==> config.mk <==
export PLATFORM = sky130hd
export DESIGN_NAME = fixed_point_amount_to_ascii
export DESIGN_NICKNAME = d
export VERILOG_FILES = /design/src/rtl/fpa_pkg.sv /design/src/rtl/fpa_digit_cell.sv /design/src/rtl/fpa_bcd_chain.sv /design/src/rtl/fixed_point_amount_to_ascii.sv
export SDC_FILE = /design/constraint.sdc
export NUM_CORES = 1
export LEC_CHECK = 0
export ABC_CLOCK_PERIOD_IN_PS = 7150
export BUFFER_PORTS_ARGS = -buffer_cell sky130_fd_sc_hd__clkbuf_2
export CAP_MARGIN = 20
export CORE_AREA = 2 2 153 185
export CTS_BUF_LIST = sky130_fd_sc_hd__clkbuf_8 sky130_fd_sc_hd__clkbuf_16
export DETAILED_ROUTE_END_ITERATION = 6
export DIE_AREA = 0 0 155 187
export GPL_TIMING_DRIVEN = 0
export PLACE_DENSITY = 0.63
export SYNTH_ARGS = -nofsm -noshare
export SYNTH_HDL_FRONTEND = slang
export SYNTH_SLANG_ARGS = --single-unit
==> constraint.sdc <==
create_clock -name clk -period 7.15 [get_ports clk]
set_input_delay 0.715 -clock clk [delete_from_list [all_inputs] [get_ports clk]]
set_output_delay 0.715 -clock clk [all_outputs]
set_load 0.02 [all_outputs]
==> src/rtl/fpa_pkg.sv <==
// Shared constants and types for the fixed-point amount to ASCII formatter.
`default_nettype none

package fpa_pkg;

  // Input amount width and the number of decimal digits that it can need.
  localparam int AMOUNT_W    = 64;
  localparam int NUM_DIGITS  = 20;
  localparam int DIGIT_W     = 4;
  localparam int DIGIT_IDX_W = 5;

  // Number of fraction digits in the fixed-point amount.
  localparam int FRAC_DIGITS = 8;

  // Digit positions: fraction digits sit at 0 .. FRAC_DIGITS-1.
  localparam logic [DIGIT_IDX_W-1:0] INT_LOW_IDX  = DIGIT_IDX_W'(FRAC_DIGITS);
  localparam logic [DIGIT_IDX_W-1:0] INT_TOP_IDX  = DIGIT_IDX_W'(NUM_DIGITS - 1);
  localparam logic [DIGIT_IDX_W-1:0] FRAC_TOP_IDX = DIGIT_IDX_W'(FRAC_DIGITS - 1);

  // Conversion counter: one shift per amount bit.
  localparam int                    CONV_CNT_W = 6;
  localparam logic [CONV_CNT_W-1:0] CONV_LAST  = CONV_CNT_W'(AMOUNT_W - 1);

  // Ticker settings.
  localparam int                     CHAR_W     = 8;
  localparam int                     TICK_IDX_W = 4;
  localparam int                     TICK_SEL_W = 3;
  localparam logic [TICK_IDX_W-1:0]  MAX_TICKER = TICK_IDX_W'(8);
  localparam logic [TICK_SEL_W-1:0]  TICK_SEL_TOP = TICK_SEL_W'(7);

  // Characters.
  localparam logic [CHAR_W-1:0] CHAR_SPACE = 8'h20;
  localparam logic [CHAR_W-1:0] CHAR_DOT   = 8'h2E;
  localparam logic [CHAR_W-1:0] CHAR_ZERO  = 8'h30;

  // Configuration register indexes.
  localparam int                     CFG_INDEX_W       = 2;
  localparam logic [CFG_INDEX_W-1:0] REG_TICKER_TEXT   = 2'd0;
  localparam logic [CFG_INDEX_W-1:0] REG_TICKER_LENGTH = 2'd1;

  // Control that the sequencer hands to the digit chain.
  typedef struct packed {
    logic clear;
    logic shift;
    logic bit_in;
  } chain_ctrl_t;

endpackage

`default_nettype wire

==> src/rtl/fpa_digit_cell.sv <==
// One BCD digit cell of the shift-and-add-3 binary to decimal chain.
`default_nettype none

module fpa_digit_cell (
  input  wire                        clk,
  input  fpa_pkg::chain_ctrl_t       ctrl,
  input  wire                        carry_in,
  output logic                       carry_out,
  output logic [fpa_pkg::DIGIT_W-1:0] digit,
  output logic                       nz
);

  logic [fpa_pkg::DIGIT_W-1:0] adj;

  // Add three to digits of five or more so the shift carries in decimal.
  always_comb begin
    adj = (digit >= fpa_pkg::DIGIT_W'(5)) ? digit + fpa_pkg::DIGIT_W'(3) : digit;
  end

  assign carry_out = adj[fpa_pkg::DIGIT_W-1];
  assign nz        = (digit != '0);

  // Shift the adjusted digit up by one and take the neighbor's bit.
  always_ff @(posedge clk) begin
    if (ctrl.clear) begin
      digit <= '0;
    end else if (ctrl.shift) begin
      digit <= {adj[fpa_pkg::DIGIT_W-2:0], carry_in};
    end
  end

endmodule

`default_nettype wire

==> src/rtl/fpa_bcd_chain.sv <==
// Row of BCD digit cells that turns the shifted-in amount into decimal digits.
`default_nettype none

module fpa_bcd_chain (
  input  wire                         clk,
  input  fpa_pkg::chain_ctrl_t        ctrl,
  output logic [fpa_pkg::DIGIT_W-1:0] digits [fpa_pkg::NUM_DIGITS],
  output logic [fpa_pkg::NUM_DIGITS-1:0] nz
);

  logic carry [fpa_pkg::NUM_DIGITS];

  // Cell zero takes the amount bit; each other cell takes its lower neighbor's carry.
  for (genvar i = 0; i < fpa_pkg::NUM_DIGITS; i++) begin : g_cell
    if (i == 0) begin : g_first
      fpa_digit_cell u_cell (
        .clk       (clk),
        .ctrl      (ctrl),
        .carry_in  (ctrl.bit_in),
        .carry_out (carry[i]),
        .digit     (digits[i]),
        .nz        (nz[i])
      );
    end else begin : g_rest
      fpa_digit_cell u_cell (
        .clk       (clk),
        .ctrl      (ctrl),
        .carry_in  (carry[i-1]),
        .carry_out (carry[i]),
        .digit     (digits[i]),
        .nz        (nz[i])
      );
    end
  end

endmodule

`default_nettype wire

==> src/rtl/fixed_point_amount_to_ascii.sv <==
// Top level: formats a fixed-point amount as ticker, space and decimal text.
//
//   Input channel (in_valid, in_stall, amount): one request is one 64-bit
//   amount counted in units of 10^-8, taken when in_valid is high and
//   in_stall is low. The block works on one amount at a time.
//   Output channel (out_valid, out_stall, out_char, last): one ASCII
//   character per transfer, in text order; last marks the final character.
//   Configuration (cfg_valid, cfg_ready, cfg_index, cfg_data): index 0 sets
//   the ticker text, index 1 the ticker length; cfg_ready is always high.
//   The amount is converted by shifting its 64 bits through a row of 20 BCD
//   digit cells. The text then leaves at one character per cycle while the
//   output does not stall; the sequencer also closes the ticker and skips
//   the leading zeros of the integral part (at most 11) without a character.
//   The next amount is taken as soon as the last character sits in the
//   output register. Reset empties the output register, clears both
//   configuration registers and idles the sequencer. A stalled character
//   holds on the output and the sequencer waits with it before putting out
//   its next character.
`default_nettype none

module fixed_point_amount_to_ascii (
  input  wire                              clk,
  input  wire                              rst,
  input  wire                              in_valid,
  output logic                             in_stall,
  input  wire  [fpa_pkg::AMOUNT_W-1:0]     amount,
  output logic                             out_valid,
  input  wire                              out_stall,
  output logic [fpa_pkg::CHAR_W-1:0]       out_char,
  output logic                             last,
  input  wire                              cfg_valid,
  output logic                             cfg_ready,
  input  wire  [fpa_pkg::CFG_INDEX_W-1:0]  cfg_index,
  input  wire  [fpa_pkg::AMOUNT_W-1:0]     cfg_data
);

  localparam int              STATE_W  = 3;
  localparam logic [STATE_W-1:0] ST_IDLE  = 3'd0;
  localparam logic [STATE_W-1:0] ST_CONV  = 3'd1;
  localparam logic [STATE_W-1:0] ST_TICK  = 3'd2;
  localparam logic [STATE_W-1:0] ST_SPACE = 3'd3;
  localparam logic [STATE_W-1:0] ST_SKIP  = 3'd4;
  localparam logic [STATE_W-1:0] ST_INT   = 3'd5;
  localparam logic [STATE_W-1:0] ST_DOT   = 3'd6;
  localparam logic [STATE_W-1:0] ST_FRAC  = 3'd7;

  logic [STATE_W-1:0]                   state;
  logic [fpa_pkg::AMOUNT_W-1:0]         amt;
  logic [fpa_pkg::CONV_CNT_W-1:0]       conv_cnt;
  logic [fpa_pkg::TICK_IDX_W-1:0]       tick_idx;
  logic [fpa_pkg::DIGIT_IDX_W-1:0]      dig_idx;
  logic [fpa_pkg::AMOUNT_W-1:0]         ticker_text;
  logic [fpa_pkg::TICK_IDX_W-1:0]       ticker_length;

  logic [fpa_pkg::TICK_IDX_W-1:0]       len_sat;
  logic [fpa_pkg::TICK_SEL_W-1:0]       byte_sel;
  logic [fpa_pkg::CHAR_W-1:0]           tick_byte;
  logic [fpa_pkg::DIGIT_W-1:0]          digits [fpa_pkg::NUM_DIGITS];
  logic [fpa_pkg::NUM_DIGITS-1:0]       nz;
  logic [fpa_pkg::DIGIT_W-1:0]          cur_digit;
  logic                                 frac_nz;
  logic                                 below_nz;
  logic                                 accept;
  logic                                 out_free;
  logic                                 emit;
  logic [fpa_pkg::CHAR_W-1:0]           emit_char;
  logic                                 emit_last;
  fpa_pkg::chain_ctrl_t                 chain_ctrl;

  assign in_stall  = (state != ST_IDLE);
  assign accept    = in_valid && !in_stall;
  assign out_free  = !out_valid || !out_stall;
  assign cfg_ready = 1'b1;

  // Digit chain: cleared on a new request, shifted once per amount bit.
  assign chain_ctrl.clear  = accept;
  assign chain_ctrl.shift  = (state == ST_CONV);
  assign chain_ctrl.bit_in = amt[fpa_pkg::AMOUNT_W-1];

  fpa_bcd_chain u_chain (
    .clk    (clk),
    .ctrl   (chain_ctrl),
    .digits (digits),
    .nz     (nz)
  );

  // Ticker length saturates at eight characters.
  assign len_sat   = (ticker_length > fpa_pkg::MAX_TICKER) ? fpa_pkg::MAX_TICKER
                                                          : ticker_length;
  assign byte_sel  = fpa_pkg::TICK_SEL_TOP - tick_idx[fpa_pkg::TICK_SEL_W-1:0];
  assign tick_byte = ticker_text[{byte_sel, 3'b000} +: fpa_pkg::CHAR_W];

  // Digit under the read pointer and the fraction's nonzero flags.
  assign cur_digit = digits[dig_idx];
  assign frac_nz   = |nz[fpa_pkg::FRAC_DIGITS-1:0];

  // A fraction digit is the last one when no nonzero digit sits below it.
  always_comb begin
    below_nz = 1'b0;
    for (int j = 0; j < fpa_pkg::FRAC_DIGITS; j++) begin
      if (nz[j] && (fpa_pkg::DIGIT_IDX_W'(j) < dig_idx)) begin
        below_nz = 1'b1;
      end
    end
  end

  // Character that the current state puts into the output register.
  always_comb begin
    emit      = 1'b0;
    emit_char = fpa_pkg::CHAR_SPACE;
    emit_last = 1'b0;
    unique case (state)
      ST_TICK: begin
        if (tick_idx < len_sat) begin
          emit      = out_free;
          emit_char = tick_byte;
        end
      end
      ST_SPACE: begin
        emit      = out_free;
        emit_char = fpa_pkg::CHAR_SPACE;
      end
      ST_INT: begin
        emit      = out_free;
        emit_char = fpa_pkg::CHAR_ZERO + fpa_pkg::CHAR_W'(cur_digit);
        emit_last = !frac_nz && (dig_idx == fpa_pkg::INT_LOW_IDX);
      end
      ST_DOT: begin
        emit      = out_free;
        emit_char = fpa_pkg::CHAR_DOT;
      end
      ST_FRAC: begin
        emit      = out_free;
        emit_char = fpa_pkg::CHAR_ZERO + fpa_pkg::CHAR_W'(cur_digit);
        emit_last = !below_nz;
      end
      default: begin
      end
    endcase
  end

  // Sequencer: convert, then walk ticker, space, integral part, and dot and fraction when the fraction is nonzero.
  always_ff @(posedge clk) begin
    if (rst) begin
      state <= ST_IDLE;
    end else begin
      unique case (state)
        ST_IDLE: begin
          if (in_valid) begin
            amt      <= amount;
            conv_cnt <= '0;
            state    <= ST_CONV;
          end
        end
        ST_CONV: begin
          amt      <= {amt[fpa_pkg::AMOUNT_W-2:0], 1'b0};
          conv_cnt <= conv_cnt + fpa_pkg::CONV_CNT_W'(1);
          if (conv_cnt == fpa_pkg::CONV_LAST) begin
            tick_idx <= '0;
            state    <= ST_TICK;
          end
        end
        ST_TICK: begin
          if (tick_idx >= len_sat) begin
            state <= ST_SPACE;
          end else if (out_free) begin
            tick_idx <= tick_idx + fpa_pkg::TICK_IDX_W'(1);
          end
        end
        ST_SPACE: begin
          if (out_free) begin
            dig_idx <= fpa_pkg::INT_TOP_IDX;
            state   <= ST_SKIP;
          end
        end
        ST_SKIP: begin
          if ((dig_idx > fpa_pkg::INT_LOW_IDX) && (cur_digit == '0)) begin
            dig_idx <= dig_idx - fpa_pkg::DIGIT_IDX_W'(1);
          end else begin
            state <= ST_INT;
          end
        end
        ST_INT: begin
          if (out_free) begin
            if (dig_idx == fpa_pkg::INT_LOW_IDX) begin
              state <= frac_nz ? ST_DOT : ST_IDLE;
            end else begin
              dig_idx <= dig_idx - fpa_pkg::DIGIT_IDX_W'(1);
            end
          end
        end
        ST_DOT: begin
          if (out_free) begin
            dig_idx <= fpa_pkg::FRAC_TOP_IDX;
            state   <= ST_FRAC;
          end
        end
        ST_FRAC: begin
          if (out_free) begin
            if (!below_nz) begin
              state <= ST_IDLE;
            end else begin
              dig_idx <= dig_idx - fpa_pkg::DIGIT_IDX_W'(1);
            end
          end
        end
        default: begin
          state <= ST_IDLE;
        end
      endcase
    end
  end

  // Output register: holds a character until the receiver takes it.
  always_ff @(posedge clk) begin
    if (rst) begin
      out_valid <= 1'b0;
    end else if (emit) begin
      out_valid <= 1'b1;
    end else if (!out_stall) begin
      out_valid <= 1'b0;
    end
  end

  always_ff @(posedge clk) begin
    if (emit) begin
      out_char <= emit_char;
      last     <= emit_last;
    end
  end

  // Configuration registers.
  always_ff @(posedge clk) begin
    if (rst) begin
      ticker_text   <= '0;
      ticker_length <= '0;
    end else if (cfg_valid && cfg_ready) begin
      unique case (cfg_index)
        fpa_pkg::REG_TICKER_TEXT: begin
          ticker_text <= cfg_data;
        end
        fpa_pkg::REG_TICKER_LENGTH: begin
          ticker_length <= cfg_data[fpa_pkg::TICK_IDX_W-1:0];
        end
        default: begin
        end
      endcase
    end
  end

endmodule

`default_nettype wire

# == Word level (Yosys, flattened, before mapping) ==
# Cells that the tools add are included.
# totals
input_bits,135
wordCells,225
output_inout_bits,12
register_bits,240
# classes
order_cmp,33
reduce_logical,41
mux,67
bitwise,2
eq_ne,26
add_sub_neg,25
n_shift,1
# ops
cell,count
$pmux 64 s2,1
$mux 4,25
$ge 4x3->1 const B,20
$add 4x2->4 const B,19
$mux 64,1
$shiftx 64x7->8,1
$mux 3,12
$mux 5,7
$reduce_bool 4->1,8
$ne 2x2->1 const B,14
$pmux 5 s5,1
$pmux 3 s8,1
$pmux 8 s3,1
$bmux 4 s5,1
$lt 3x5->1 const A,4
$eq 3x3->1 const B,4
$pmux 6 s2,1
$logic_and 1x1->1,11
$mux 1,11
$lt 1x5->1 const A,2
$lt 2x5->1 const A,2
$reduce_and 10->1,1
$reduce_and 9->1,1
$mux 8,1
36 further kinds,45

# == Logic depth before layout (Yosys ltp) ==
# depth
word_depth,13
ltp_mapped,11
mapped_depth_nobuf,9

# == By module ==
# From an unflattened synthesis, not the netlist that was laid out.
# unflattened
hier_cells,1528
area_unflattened_um2,13541.7
# modules_own_cells
module,n_inst,area_per_inst_um2,cells_per_inst,seq_area_each_um2
fixed_point_amount_to_ascii,1,7936.4,848,4083.9
fpa_digit_cell,20,280.3,34,80.1

# == Worst setup path after synthesis ==
# No wires, ideal clock.
# synth_path
kind,input-to-reg
from,input port rst
to,"register amt[0] (netlist bit), enable pin"
t_required_ns,6.652
setup_ns,0.498
slack_ns,2.594
stages,3
arrival_ns,4.058
path_buffers,2
path_cell_list,clkbuf_1 -> buf_1 -> nor2_1
# synth_between
elab_chain_cells,2
# synth_lines
item,line_no,rtl
"start, declared",fixed_point_amount_to_ascii.sv:23,"input wire rst,"
$not 1->1 (no line),n/a,
$reduce_and 3->1 (no line),n/a,
"end signal, assigned",fixed_point_amount_to_ascii.sv:150,amt <= amount;
"end signal, assigned",fixed_point_amount_to_ascii.sv:156,"amt <= {amt[fpa_pkg::AMOUNT_W-2:0], 1'b0};"
"end, declared",fixed_point_amount_to_ascii.sv:48,logic [fpa_pkg::AMOUNT_W-1:0] amt;
# Every way passes these cells.
# A chain may end at the register's enable or synchronous reset.

# == Worst setup path in the final report ==
# layout_path
from,register tick_idx[0] (netlist bit)
to,"register out_char[3] (netlist bit), enable pin"
# layout_between
elab_chain_cells,3
# layout_lines
item,line_no,rtl
"start, declared",fixed_point_amount_to_ascii.sv:50,logic [fpa_pkg::TICK_IDX_W-1:0] tick_idx;
"start signal, assigned",fixed_point_amount_to_ascii.sv:167,tick_idx <= tick_idx + fpa_pkg::TICK_IDX_W'(1);
$lt 4x4->1,fixed_point_amount_to_ascii.sv:114,if (tick_idx < len_sat) begin
$mux 1,fixed_point_amount_to_ascii.sv:114,
$pmux 1 s2,fixed_point_amount_to_ascii.sv:112,unique case (state)
net emit,fixed_point_amount_to_ascii.sv:65,logic emit;
"end signal, assigned",fixed_point_amount_to_ascii.sv:227,out_char <= emit_char;
"end, declared",fixed_point_amount_to_ascii.sv:29,"output logic [fpa_pkg::CHAR_W-1:0] out_char,"
# The timed path passes the listed nets, and every way through them passes these cells.

==> metrics.yaml <==
synthesis:
  netlist.area_leader.share_pct: 24.6
  synth_cell_types: 54
  synth_fp_nets: 1626
  syn_area_sq_um: 12400
  synth_top_area_cell: "dfxtp_1"
  ys_warn_count: 0
  ys.flop_type: "dfxtp_1"
  seq_area_frac_synth_pct: 46.0
  yosysMostFrequentCell: "nand2_1"
  synth_edf_count: 88
  syn_area_per_cell_sq_um: 8.63
  synthTopCellsByArea: "dfxtp_1 25%, edfxtp_1 21%, nand2_1 12%"
  netlist_top_cells_count: "399 x nand2_1, 180 x a21oi_1, 152 x dfxtp_1"
  ys_ff_latch: 240
  async_flop_share_pct: 0
  syn_inst: 1434
setup_path:
  required_ns: 7.30
  arrival_ns: 3.34
  start_kind: "flop"
  endpoint_kind: "flop"
  path_class: "reg2reg"
  worstPathMaxFanout: 10
drt:
  drt_iter0_markers: 488
  ant_nets: 0
  drt-vias-per-instance: 5.38
  totalWireLength_um: 33500
  num_vias: 10600
  dr.pass1.iters: 7
  wl_per_cell_um: 17.0
  drc: 0
floorplan:
  die_w_um: 155
  row_count: 67
  coreArea_sq_um: 27400
  ios: 147
  start_util_pct: 45.1
  die_h_um: 187
  dieArea_sq_um: 29000
clocking:
  clk-insertion-delay-late_ns: 0.54
  clkSlewWorstSetupHoldPaths_ns: 0.06
  clock_path_buffers: 3
  cts_tree: "yes"
  clock-sinks: 240
  root_buffer: "clkbuf_16"
  ctsHoldBuffers: 0
  cts_resized: 0
  cts_setup_buffers: 0
  cts_max_level: 1
  cts_buffers: 26
timing:
  period_needed_ns: 3.19
  hold_violations: 0
  period_share_pct: 44.6
  relSlewSlack_pct: 39.3
  setup_tns_ns: 0
  slew_violations: 0
  max_freq_mhz: 313
  setup_viol: 0
  fin_worst_skew_ns: 0.0207
  tightestPinTransition_ns: 0.910
  rsz0062_at_grt: "false"
layout:
  antenna-diode-count: 0
  fill_cells: 2623
  area_delta_synth_final_pct: 16.4
  postLayoutCellArea_sq_um: 14400
  drive_gt1_share_pct: 15.4
  nets: 1801
power_and_ir_drop:
  power_per_cell_area_nw_per_um2: 214
  ir_worst_vdd_v: 0.000124
  p_leak_nw: 5.78
flow_run:
  maxCapViolCount: 0
grt:
  grt_pass1_vias: 10400
  grt_usage_pct: 22.9
  grt_antenna_before_repair: 0
  grt-ovfl-total: 0
  grt_pass1_wl_um: 53400
  grt_max_degree: 27
placement:
  dpl_cell_area_sq_um: 13600
  dp_hpwl_um: 24400
  globalplace.congestion: 0.880
  portBuffers: 145
status:
  outcome: "finished, final reports clean"
min_path:
  hold_class: "in2reg"
cells in the final DEF, fill, tap and decap left out, types with 10 or more instances in the layout:
cell,instances
a21oi_1,180
buf_2,18
mux4_2,34
buf_1,10
clkbuf_1,52
ha_1,57
inv_1,54
clkbuf_2,145
mux2i_1,18
xor2_1,21
nand3_1,37
clkbuf_16,26
xnor2_1,25
nand2_1,399
nor2_1,108
nor3_1,22
edfxtp_1,88
dfxtp_1,152
o21ai_0,71
nor3b_1,12
nand2b_1,22
final timing paths:
path              cells past startpoint              end            start  slack, ns
setup reg to reg                     10      out_char[3]      tick_idx[0]       3.96
hold / removal                        3  ticker_text[26]     cfg_data[26]       0.40
setup / recovery                     10      out_char[3]      tick_idx[0]       3.96
hold reg to reg                       2  ticker_text[16]  ticker_text[16]       0.45
worst max-delay path, cell delays in order (launching register included):
cell and delay [ns]:
edfxtp_1 0.40, buf_2 0.27, buf_2 0.28, inv_1 0.09
ha_1 0.13, nand2b_1 0.09, a21oi_1 0.07, or3_1 0.34
clkbuf_1 0.23, o211a_1 0.21, a21oi_1 0.70
through the flow:
step | setup slack (ns) | total power, mW | instances | utilization (%) | hold WS [ns]
after floorplan | 2.59 | 1.70 | 1434 | - | 0.433
after global placement | 0.899 | 1.82 | 1924 | 49.4 | 0.440
after detailed placement | 4.02 | 1.82 | 1926 | 49.6 | 0.445
after CTS | 3.95 | 3.11 | 1973 | 52.6 | 0.382
after global routing | 3.76 | 3.20 | 1973 | 52.6 | 0.369
final | 3.96 | 3.08 | 1973 | 52.6 | 0.396
registers in the layout, summed over array words and instances, names as in the netlist:
register and cells:
ticker_text 64, state 3, out_char 8, ticker_length 4, tick_idx 4, dig_idx 5
u_chain.g_cell.g_first.u_cell.digit 4, amt 64, u_chain.g_cell.g_rest.u_cell.digit 76, out_valid 1, conv_cnt 6, last 1
per-layer routing:
layer / part of all wire, % / up-vias / GRT usage [%] / wire length, um
met5: 0 / - / 0 / 0
met4: 2.7 / 0 / 7.48 / 888
met3: 6.1 / 59 / 4.49 / 2060
met2: 50 / 322 / 40.7 / 16600
met1: 42 / 5023 / 27.8 / 13900
li1: - / 5218 / - / -
where the power goes:
group	switching [mW]	total, mW	internal, mW
clock network	0.547	1.28	0.733
registers	0.0243	1.50	1.48
logic	0.192	0.297	0.105
total	0.764	3.08	2.31
layout make-up:
| class | count | area, sq um | area share (%) |
|---|---|---|---|
| inverters | 49 | 184 | 1.28 |
| well taps | 345 | 432 | 3.00 |
| plain buffers | 84 | 364 | 2.53 |
| repair buffers | 147 | 773 | 5.37 |
| clock inverters | 14 | 75.1 | 0.521 |
| clock buffers | 33 | 747 | 5.18 |
| multi-input cells | 1061 | 6150 | 42.7 |
| flip-flops and latches | 240 | 5690 | 39.5 |
cells by family (layout without fill, tap and decap cells):
| family | after synthesis | after routing | synth area share [%] |
|---|---|---|---|
| other | 1 | 1 | 0.0303 |
| buffers and inverters | 133 | 327 | 4.43 |
| AND/OR/NAND/NOR | 625 | 625 | 21.0 |
| flip-flops | 240 | 240 | 46.0 |
| adder cells (fa/ha/maj) | 57 | 57 | 5.76 |
| AO/OA/AOI/OAI | 279 | 279 | 11.9 |
| multiplexers | 53 | 53 | 7.74 |
| XOR/XNOR | 46 | 46 | 3.26 |
Note: power is estimated with default switching activity, not from simulation.
